$ cat config.mk
export PLATFORM = sky130hd
export DESIGN_NAME = tcis_divider
export DESIGN_NICKNAME = d
export VERILOG_FILES = /design/src/sv/tcis_pkg.sv /design/src/sv/tcis_divider.sv
export SDC_FILE = /design/constraint.sdc
export NUM_CORES = 1
export LEC_CHECK = 0
export ABC_CLOCK_PERIOD_IN_PS = 3180
export BUFFER_PORTS_ARGS = -buffer_cell sky130_fd_sc_hd__buf_2
export CAP_MARGIN = 20
export CORE_MARGIN = 2
export CORE_UTILIZATION = 46
export DETAILED_ROUTE_END_ITERATION = 6
export PLACE_DENSITY = 0.7
export SLEW_MARGIN = 20
export SYNTH_ARGS = -nofsm -noshare
export SYNTH_HDL_FRONTEND = slang
export SYNTH_SLANG_ARGS = --single-unit
$ cat constraint.sdc
create_clock -name clk -period 3.18 [get_ports clk]
set_clock_uncertainty 0.05 [all_clocks]
set_input_delay 0 -clock clk [delete_from_list [all_inputs] [get_ports clk]]
set_output_delay 0 -clock clk [all_outputs]
set_load 0.01 [all_outputs]
$ cat src/sv/tcis_pkg.sv
// Shared constants, codes and types of the teaching CPU instruction step unit.
// No dependencies; every other file in this folder refers to it by scoped name.
package tcis_pkg;

    localparam int XLEN      = 32;
    localparam int MEM_WORDS = 256;
    localparam int MEM_AW    = $clog2(MEM_WORDS);
    localparam int REG_COUNT = 8;
    localparam int REG_AW    = $clog2(REG_COUNT);
    localparam int ADDR_W    = 8;
    localparam int OP_W      = 24;
    localparam int RCR_SHORT = 34;   // longest count run step by step as given
    localparam int RCR_BASE  = 32;   // after this many steps the rotate repeats every 3
    localparam int CNT_W     = 6;

    typedef enum logic [2:0] {
        ST_RUN        = 3'd0,
        ST_HALT       = 3'd1,
        ST_PC_RANGE   = 3'd2,
        ST_ADDR_RANGE = 3'd3,
        ST_ILLEGAL    = 3'd4,
        ST_DIV_ZERO   = 3'd5
    } status_t;

    localparam logic [1:0] FN_LOAD   = 2'd0;
    localparam logic [1:0] FN_EXEC   = 2'd1;
    localparam logic [1:0] FN_RD_REG = 2'd2;
    localparam logic [1:0] FN_RD_MEM = 2'd3;

    localparam logic [OP_W-1:0] OP_ADD  = 24'd0;
    localparam logic [OP_W-1:0] OP_NAND = 24'd1;
    localparam logic [OP_W-1:0] OP_LW   = 24'd2;
    localparam logic [OP_W-1:0] OP_SW   = 24'd3;
    localparam logic [OP_W-1:0] OP_BEQ  = 24'd4;
    localparam logic [OP_W-1:0] OP_JALR = 24'd5;
    localparam logic [OP_W-1:0] OP_HALT = 24'd6;
    localparam logic [OP_W-1:0] OP_NOOP = 24'd7;
    localparam logic [OP_W-1:0] OP_DIV  = 24'd8;
    localparam logic [OP_W-1:0] OP_XIDIV = 24'd9;
    localparam logic [OP_W-1:0] OP_XADD = 24'd10;
    localparam logic [OP_W-1:0] OP_AND  = 24'd11;
    localparam logic [OP_W-1:0] OP_XOR  = 24'd12;
    localparam logic [OP_W-1:0] OP_CMPL = 24'd13;
    localparam logic [OP_W-1:0] OP_JMAE = 24'd14;
    localparam logic [OP_W-1:0] OP_JMLE = 24'd15;
    localparam logic [OP_W-1:0] OP_SBB  = 24'd16;
    localparam logic [OP_W-1:0] OP_BT   = 24'd17;
    localparam logic [OP_W-1:0] OP_RCR  = 24'd18;
    localparam logic [OP_W-1:0] OP_LWB  = 24'd19;
    localparam logic [OP_W-1:0] OP_DIVB = 24'd20;
    localparam logic [OP_W-1:0] OP_XORB = 24'd21;
    localparam logic [OP_W-1:0] OP_ANDB = 24'd22;

    typedef struct packed {
        logic busy;
        logic done;
    } div_stat_t;

    // residue of one hex digit modulo 3
    function automatic logic [1:0] nib_mod3(input logic [3:0] nib);
        logic [1:0] r;
        case (nib)
            4'd0, 4'd3, 4'd6, 4'd9, 4'd12, 4'd15: r = 2'd0;
            4'd1, 4'd4, 4'd7, 4'd10, 4'd13:       r = 2'd1;
            default:                              r = 2'd2;
        endcase
        return r;
    endfunction

endpackage

$ cat src/sv/tcis_divider.sv
// Unsigned restoring divider, one quotient bit per cycle.
// Depends on tcis_pkg for XLEN and div_stat_t.
module tcis_divider (
    input  logic                      clk,
    input  logic                      rst_n,
    input  logic                      start,
    input  logic [tcis_pkg::XLEN-1:0] dividend,
    input  logic [tcis_pkg::XLEN-1:0] divisor,
    output tcis_pkg::div_stat_t       stat,
    output logic [tcis_pkg::XLEN-1:0] quotient
);
    localparam int CW = $clog2(tcis_pkg::XLEN + 1);

    logic [CW-1:0]              cnt_reg;
    logic                       done_reg;
    logic [tcis_pkg::XLEN:0]    rem_reg;
    logic [tcis_pkg::XLEN-1:0]  quo_reg;
    logic [tcis_pkg::XLEN-1:0]  dsr_reg;
    logic [tcis_pkg::XLEN:0]    rem_shift;
    logic [tcis_pkg::XLEN:0]    rem_sub;

    assign rem_shift = {rem_reg[tcis_pkg::XLEN-1:0], quo_reg[tcis_pkg::XLEN-1]};
    assign rem_sub   = rem_shift - {1'b0, dsr_reg};

    always_ff @(posedge clk or negedge rst_n)
    begin
        if (!rst_n)
        begin
            cnt_reg  <= '0;
            done_reg <= 1'b0;
        end
        else
        begin
            done_reg <= 1'b0;
            if (start)
                cnt_reg <= CW'(tcis_pkg::XLEN);
            else if (cnt_reg != '0)
            begin
                cnt_reg <= cnt_reg - 1'b1;
                if (cnt_reg == CW'(1))
                    done_reg <= 1'b1;
            end
        end
    end

    always_ff @(posedge clk)
    begin
        if (start)
        begin
            rem_reg <= '0;
            quo_reg <= dividend;
            dsr_reg <= divisor;
        end
        else if (cnt_reg != '0)
        begin
            if (!rem_sub[tcis_pkg::XLEN])
            begin
                rem_reg <= rem_sub;
                quo_reg <= {quo_reg[tcis_pkg::XLEN-2:0], 1'b1};
            end
            else
            begin
                rem_reg <= rem_shift;
                quo_reg <= {quo_reg[tcis_pkg::XLEN-2:0], 1'b0};
            end
        end
    end

    assign stat.busy = (cnt_reg != '0);
    assign stat.done = done_reg;
    assign quotient  = quo_reg;
endmodule

Yosys cells after proc, flatten, opt, wreduce, memory -nomap -nowiden:

Index checks and enable logic that the tools add are counted.

* mux-type cells: 9
* $add $sub $neg: 2
* reductions and logical operators: 2
* eq/ne operators: 1

Operator list (count)
* 32-bit two-way mux: 3
* 33-bit by 32-bit subtractor with 33-bit output: 1
* 6-bit two-way mux: 2
* 6-bit by 1-bit equality test with 1-bit output (second input constant): 1
* 6-bit nonzero test: 1
* 6-bit by 1-bit subtractor with 6-bit output (second input constant): 1
* 1-bit two-way mux: 4
* 2-bit nonzero test: 1

* logic and storage cells: 19
* bits in registers: 103
* input port bits: 67
* output and inout bits: 34

Logic depth before layout (Yosys ltp):

Gate-level depths: netlist of run 1.

* depth in word-level cells: 4
* depth in mapped cells: 13
* mapped depth without buffers: 12

Worst setup path after synthesis of run 1:

Ideal clock, no wire load.

* kind: register -> register
* from: register quo_reg, in the netlist quotient[31]
* to: register rem_reg[19] in the netlist's numbering
* data arrival time: 2.910 ns
* setup slack: 0.088 ns
* buffers on the path: 1
* clock period less this slack: 3.092 ns
* stages on the path, launching flop included: 14
* library setup time: 0.132 ns
* data required time: 2.998 ns
* cells stage by stage: edfxtp_1 -> inv_1 -> ha_1 -> fa_1 -> nor2b_1 -> o31ai_2 -> a211o_1 -> a211oi_1 -> o32ai_4 -> xor2_2 -> buf_2 -> nor2_1 -> a211oi_1 -> nor3_1

* word-level cells in the longest chain between the ends: 2

Ends and longest elaborated chain
* start: declaration: RTL line tcis_divider.sv:17 `logic [tcis_pkg::XLEN-1:0] quo_reg;`
* start signal: assignment: RTL line tcis_divider.sv:51 `quo_reg <= dividend;`
* start signal: assignment: RTL line tcis_divider.sv:59 `quo_reg <= {quo_reg[tcis_pkg::XLEN-2:0], 1'b1};`
* start signal: assignment: RTL line tcis_divider.sv:64 `quo_reg <= {quo_reg[tcis_pkg::XLEN-2:0], 1'b0};`
* 33-bit by 32-bit subtractor with 33-bit output: RTL line tcis_divider.sv:23 `assign rem_sub = rem_shift - {1'b0, dsr_reg};`
* 32-bit two-way mux: RTL line tcis_divider.sv:56 `if (!rem_sub[tcis_pkg::XLEN])`
* end signal: assignment: RTL line tcis_divider.sv:58 `rem_reg <= rem_sub;`
* end signal: assignment: RTL line tcis_divider.sv:63 `rem_reg <= rem_shift;`
* end: declaration: RTL line tcis_divider.sv:16 `logic [tcis_pkg::XLEN:0] rem_reg;`

Every way passes these cells.
A chain may end at the register's enable or synchronous reset.

Worst setup path in the final report of run 1:

* from: register quo_reg, in the netlist quotient[31]
* to: register rem_reg[27] in the netlist's numbering

The elaborated chain is that of the path after synthesis.

==> results of run 1 <==
==> Yosys cell counts, types with 5 or more instances <==
| cell type | instances | area [sq um] |
|---|---|---|
| dfrtp_1 | 7 | 175 |
| o21a_1 | 5 | 37.5 |
| o211a_1 | 7 | 70.1 |
| inv_1 | 44 | 165 |
| xor2_1 | 10 | 87.6 |
| o21ai_0 | 23 | 115 |
| xnor2_1 | 18 | 158 |
| nand2b_1 | 5 | 31.3 |
| a211oi_1 | 30 | 225 |
| nand4_1 | 9 | 56.3 |
| edfxtp_1 | 64 | 1920 |
| a21o_1 | 13 | 97.6 |
| dfxtp_1 | 32 | 641 |
| buf_2 | 9 | 45.0 |
| a31oi_1 | 5 | 31.3 |
| nor3_1 | 24 | 120 |
| mux2_2 | 32 | 360 |
| a21oi_1 | 28 | 140 |
| o211ai_1 | 9 | 67.6 |
| nor2_1 | 56 | 210 |
| nand3_1 | 14 | 70.1 |
| ha_1 | 34 | 425 |
| nand2_1 | 38 | 143 |
| clkbuf_1 | 17 | 63.8 |
==> report_power, final <==
part / switching (mW) / internal [mW]
clock: 0.558 / 0.557
sequential: 0.247 / 1.77
combinational: 1.60 / 1.33
total: 2.41 / 3.66
==> cell families after synthesis <==
logic type / count (synthesis) / share of synthesized area [%]
AND/OR/NAND/NOR: 168 / 13.0
AO/OA/AOI/OAI: 154 / 18.6
flip-flops: 103 / 44.8
buffers and inverters: 79 / 5.65
multiplexers: 35 / 6.38
adder cells (fa/ha/maj): 35 / 7.28
XOR/XNOR: 29 / 4.28
==> through the flow <==
stage	setup WS [ns]	utilization (%)	hold WS, ns
2_1_floorplan	0.0878	-	-0.346
3_3_place_gp	0.0726	52.8	-0.212
3_5_place_dp	-0.0462	52.8	-0.207
4_1_cts	0.0165	60.4	0.138
5_1_grt	-0.0588	61.9	0.153
6_report	0.102	61.9	0.121
==> per-layer routing <==
metal	up-vias	GRT usage [%]	wire, um
li1	2583	-	-
met1	2525	27.1	6680
met2	148	38.9	7800
met3	25	5.89	865
met4	0	7.21	324
met5	-	0	0
==> what timing repair did <==
action / 4_1_cts / 5_1_grt
pin swaps: 0 / 20
resized for setup: 2 / 19
hold endpoints to repair: 71 / 0
setup buffers: 0 / 8
gates cloned: 1 / 1
hold buffers: 66 / 0
endpoints found under the setup margin: 16 / 28
==> final timing paths <==
check | from | end | slack [ns]
setup / recovery | quotient[31]$_DFFE_PP_ | rem_reg[27]$_SDFFE_PP0P_ | 0.10
hold / removal | start | dsr_reg[28]$_DFFE_PP_ | 0.12
setup reg to reg | quotient[31]$_DFFE_PP_ | rem_reg[27]$_SDFFE_PP0P_ | 0.10
hold reg to reg | rem_reg[14]$_SDFFE_PP0P_ | rem_reg[14]$_SDFFE_PP0P_ | 0.43
max in group asynchronous | rst_n | cnt_reg[5]$_DFFE_PN0P_ | 2.31
min in group asynchronous | rst_n | cnt_reg[4]$_DFFE_PN0P_ | 0.53
==> layout make-up <==
class / count / area (sq um)
Sequential cell: 103 / 2740
Inverter: 45 / 169
Clock inverter: 7 / 76.3
Tap cell: 176 / 220
Timing Repair Buffer: 202 / 1510
Multi-Input combinational cell: 422 / 3160
Clock buffer: 9 / 225
Fill cell: 1042 / 4990
==> critical path: cells and delay by family (launching register included) <==
| family | cells | cell delay, ns |
|---|---|---|
| fa+ha+maj | 2 | 0.57 |
| xor+xnor | 1 | 0.16 |
| flops | 1 | 0.36 |
| buf+inv | 3 | 0.39 |
| compound gates | 5 | 0.94 |
| simple gates | 2 | 0.53 |
==> impl_metrics.json, run 1 <==
{
  "synthFlopType": "edfxtp_1",
  "nNetsFinal": 885,
  "wl_per_cell_um": 16.3,
  "cts_buffers": 9,
  "maxCapViolCount": 0,
  "areaGrowthSynthToFinish_pct": 32.4,
  "grt_pass1_vias": 5301,
  "drtIter0Drc": 266,
  "final_max_slew_viol_count": 0,
  "die_y_um": 119,
  "die_w_um": 119,
  "synth_nets": 705,
  "grt_pass1_wl_um": 25400,
  "crit_type": "flip-flop to flip-flop",
  "antenna_found_initial": 0,
  "cts_tree": "yes",
  "crit_path_end_kind": "flip-flop",
  "coreArea_sq_um": 13100,
  "p_total_mw": 6.07,
  "clock_latency_ns": 0.37,
  "setup_violations": 0,
  "die_area_sq_um": 14200,
  "whs_path_depth": 2,
  "ys_seq_area_share_pct": 44.8,
  "synth_cells": 603,
  "clock-sinks": 103,
  "cts_buffer_depth": 2,
  "cp_data_required_time_ns": 3.41,
  "synth.avg_cell_area_sq_um": 10.1,
  "ant_nets": 0,
  "diodes": 0,
  "rows": 42,
  "hold_viol_final": 0,
  "rsz0062_at_grt": "yes",
  "netlist_area_sq_um": 6110,
  "dpl.hpwl_um": 10000,
  "dp_cells": 872,
  "final_cell_mix": "buf_2, dlygate4sd3_1, edfxtp_1, nor2_1, inv_1",
  "grt_usage_pct": 22.4,
  "final_cells": 964,
  "overflow": 0,
  "vias": 5281,
  "routabilityCongestion": 0.895,
  "cts.clk_slew.worst_paths_ns": 0.07,
  "cp-start-kind": "flip-flop",
  "start_util_pct": 46.7,
  "cp_max_fo": 4,
  "post-route-period-util_pct": 96.8,
  "max_freq_mhz": 325,
  "grt_max_degree": 92,
  "ys_types": 64,
  "io_pins": 101,
  "min_period_ns": 3.08,
  "worstMarginPinSlew_ns": 0.837,
  "htreeDepth": 3,
  "first_pass_iters": 7,
  "slew_headroom_pct": 44.2,
  "layout_commonest_cell": "buf_2",
  "design_area_sq_um": 8100,
  "root_buffer": "clkbuf_16",
  "cpMostUsedCell": "buf_4",
  "leakage_nw": 3.53,
  "p_per_area_nw_per_um2": 749,
  "port_buffers": 100,
  "worstPathArrival_ns": 3.31,
  "crit_path_cell_trace": "inv_1 > ha_2 > fa_2 > nor2b_2 > o31ai_2 > a211o_1 > a211oi_2 > buf_4 > o32ai_4 > buf_4 > xor2_4 > or3b_1 > a311oi_2",
  "drive_gt1_share_pct": 27.2,
  "ys_ff_latch": 103,
  "ir_drop_mv": 0.401,
  "hold_path_class": "input port to flip-flop",
  "async_reset_ff_share_pct": 6.80,
  "yosys_warnings": 0,
  "wl_um": 15700,
  "crit_slowest_cell": "or3b_1",
  "status": "complete, no violations",
  "final.setup.tns_ns": 0,
  "reg2reg_depth": 13,
  "slowest_delay_ns": 0.38,
  "synth-edff-count": 64,
  "place_area_sq_um": 6910,
  "drc": 0,
  "vias_per_cell": 5.48
}
Power figures use the tool's default switching activity.
==> run 2, diff against run 1 <==
CORE_UTILIZATION = 50   (was 46)
HOLD_SLACK_MARGIN = 0.06   (was default)
PLACE_DENSITY = 0.75   (was 0.7)
==> run 2 against run 1 <==
Combinational power hardly changed. Sequential cell count unchanged. Highest routed layer unchanged. Sequential share of layout area up 0.44 points. Non-clock buffer count down 2. Largest cell class unchanged. Setup slack better by 0.039 ns. Utilization up 4.9 points. Sequential power barely moved. Maximum frequency increased by 1.3%.
==> impl_metrics.json, run 2 (synthesized netlist as in run 1, its figures left out) <==
{
  "worstMarginPinSlew_ns": 0.622,
  "crit_slowest_cell": "o32ai_4",
  "wl_per_cell_um": 16.4,
  "grt_max_degree": 36,
  "drive_gt1_share_pct": 26.2,
  "cts_tree": "yes",
  "grt_pass1_wl_um": 24000,
  "finalWorstSetupSlack_ns": 0.141,
  "crit_path_end_kind": "flip-flop",
  "p_per_area_nw_per_um2": 749,
  "nNetsFinal": 883,
  "cp_max_fo": 8,
  "vias_per_cell": 5.72,
  "cp_data_required_time_ns": 3.35,
  "diodes": 0,
  "wl_um": 15300,
  "overflow": 0,
  "htreeDepth": 3,
  "cts.clk_slew.worst_paths_ns": 0.07,
  "final.setup.tns_ns": 0,
  "worstPathArrival_ns": 3.21,
  "die_y_um": 115,
  "clock_latency_ns": 0.36,
  "first_pass_iters": 5,
  "hold_viol_final": 0,
  "routabilityCongestion": 0.905,
  "layout_commonest_cell": "buf_2",
  "areaGrowthSynthToFinish_pct": 30.7,
  "cts_buffers": 9,
  "setup_violations": 0,
  "final_max_slew_viol_count": 0,
  "die_area_sq_um": 13100,
  "max_freq_mhz": 329,
  "hold_path_class": "input port to flip-flop",
  "min_period_ns": 3.04,
  "post-route-period-util_pct": 95.6,
  "dpl.hpwl_um": 9620,
  "maxCapViolCount": 0,
  "rows": 40,
  "crit_path_cell_trace": "inv_1 > ha_2 > a21o_1 > a31oi_4 > or3_4 > a41oi_2 > o32ai_4 > xor2_4 > buf_6 > mux2_4 > nand2_1 > a21oi_1",
  "root_buffer": "clkbuf_16",
  "die_w_um": 115,
  "start_util_pct": 51.1,
  "post-place-ws_ns": -0.0125,
  "leakage_nw": 3.50,
  "port_buffers": 100,
  "cp-start-kind": "flip-flop",
  "hold_slack_ns": 0.299,
  "status": "complete, no violations",
  "slew_headroom_pct": 58.5,
  "fin_util_pct": 66.8,
  "io_pins": 101,
  "crit_type": "flip-flop to flip-flop",
  "drtIter0Drc": 430,
  "clock-sinks": 103,
  "coreArea_sq_um": 12000,
  "final_cell_mix": "buf_2, dlygate4sd3_1, edfxtp_1, nor2_1, inv_1",
  "grt_pass1_vias": 5179,
  "ant_nets": 0,
  "drc": 0,
  "slowest_delay_ns": 0.45,
  "vias": 5335,
  "ir_drop_mv": 0.435,
  "grt_usage_pct": 23.1,
  "cts_buffer_depth": 2,
  "antenna_found_initial": 0,
  "rsz0062_at_grt": "yes",
  "fillCellCount": 866
}
-- run 2: critical path: cells and delay by family, from the launching register on --
| kind | cells | cell delay, ns |
|---|---|---|
| fa+ha+maj | 1 | 0.32 |
| buf+inv | 2 | 0.24 |
| flops | 1 | 0.36 |
| compound gates | 5 | 1.09 |
| xor+xnor | 1 | 0.32 |
| simple gates | 2 | 0.23 |
| mux | 1 | 0.29 |
-- run 2: path summary, 6_finish.rpt --
check                           depth (start not counted)  slack (ns)                     start                        to
worst max-delay path                                   12        0.14     dsr_reg[17]$_DFFE_PP_  rem_reg[14]$_SDFFE_PP0P_
worst min-delay path                                    2        0.30                divisor[3]      dsr_reg[3]$_DFFE_PP_
worst max register to register                         12        0.14     dsr_reg[17]$_DFFE_PP_  rem_reg[14]$_SDFFE_PP0P_
worst min register to register                          2        0.43  rem_reg[14]$_SDFFE_PP0P_  rem_reg[14]$_SDFFE_PP0P_
max in group asynchronous                               3        2.30                     rst_n    cnt_reg[0]$_DFFE_PN0P_
min in group asynchronous                               3        0.54                     rst_n        done_reg$_DFF_PN0_
-- run 2: report_power, final --
part | total, mW | internal, mW | switching [mW]
combinational | 2.93 | 1.33 | 1.60
clock | 1.04 | 0.540 | 0.504
sequential | 2.01 | 1.77 | 0.243
total | 5.99 | 3.64 | 2.35
-- run 2: through the flow --
stage | cell area (sq um) | std cells | power, mW
after floorplan | 6110 | 603 | 3.96
after global placement | 6850 | 841 | 4.56
after detailed placement | 6850 | 841 | 4.64
after CTS | 7800 | 925 | 5.77
after global routing | 7990 | 933 | 6.37
final | 7990 | 933 | 5.99
-- run 2: what timing repair did --
action	CTS	global route
hold buffers	67	0
buffers inserted	1	6
cloned	0	3
pin swaps	0	5
resized for setup	1	18
endpoints found under the setup margin	6	31
hold endpoints to repair	92	0
-- run 2: layout make-up --
| class | count | area, sq um | area share (%) |
|---|---|---|---|
| clock buffer | 11 | 233 | 2.91 |
| clock inverter | 5 | 42.5 | 0.532 |
| inverter | 45 | 169 | 2.11 |
| multi-input combinational | 422 | 3140 | 39.3 |
| sequential | 103 | 2740 | 34.3 |
| tap | 147 | 184 | 2.30 |
| timing repair buffer | 200 | 1490 | 18.6 |
-- run 2: per-layer routing --
layer | global-route usage, % | share of wire, %
met1 | 28.3 | 41
met2 | 39.8 | 51
met3 | 5.72 | 6.3
met4 | 7.64 | 1.4
met5 | 0 | 0
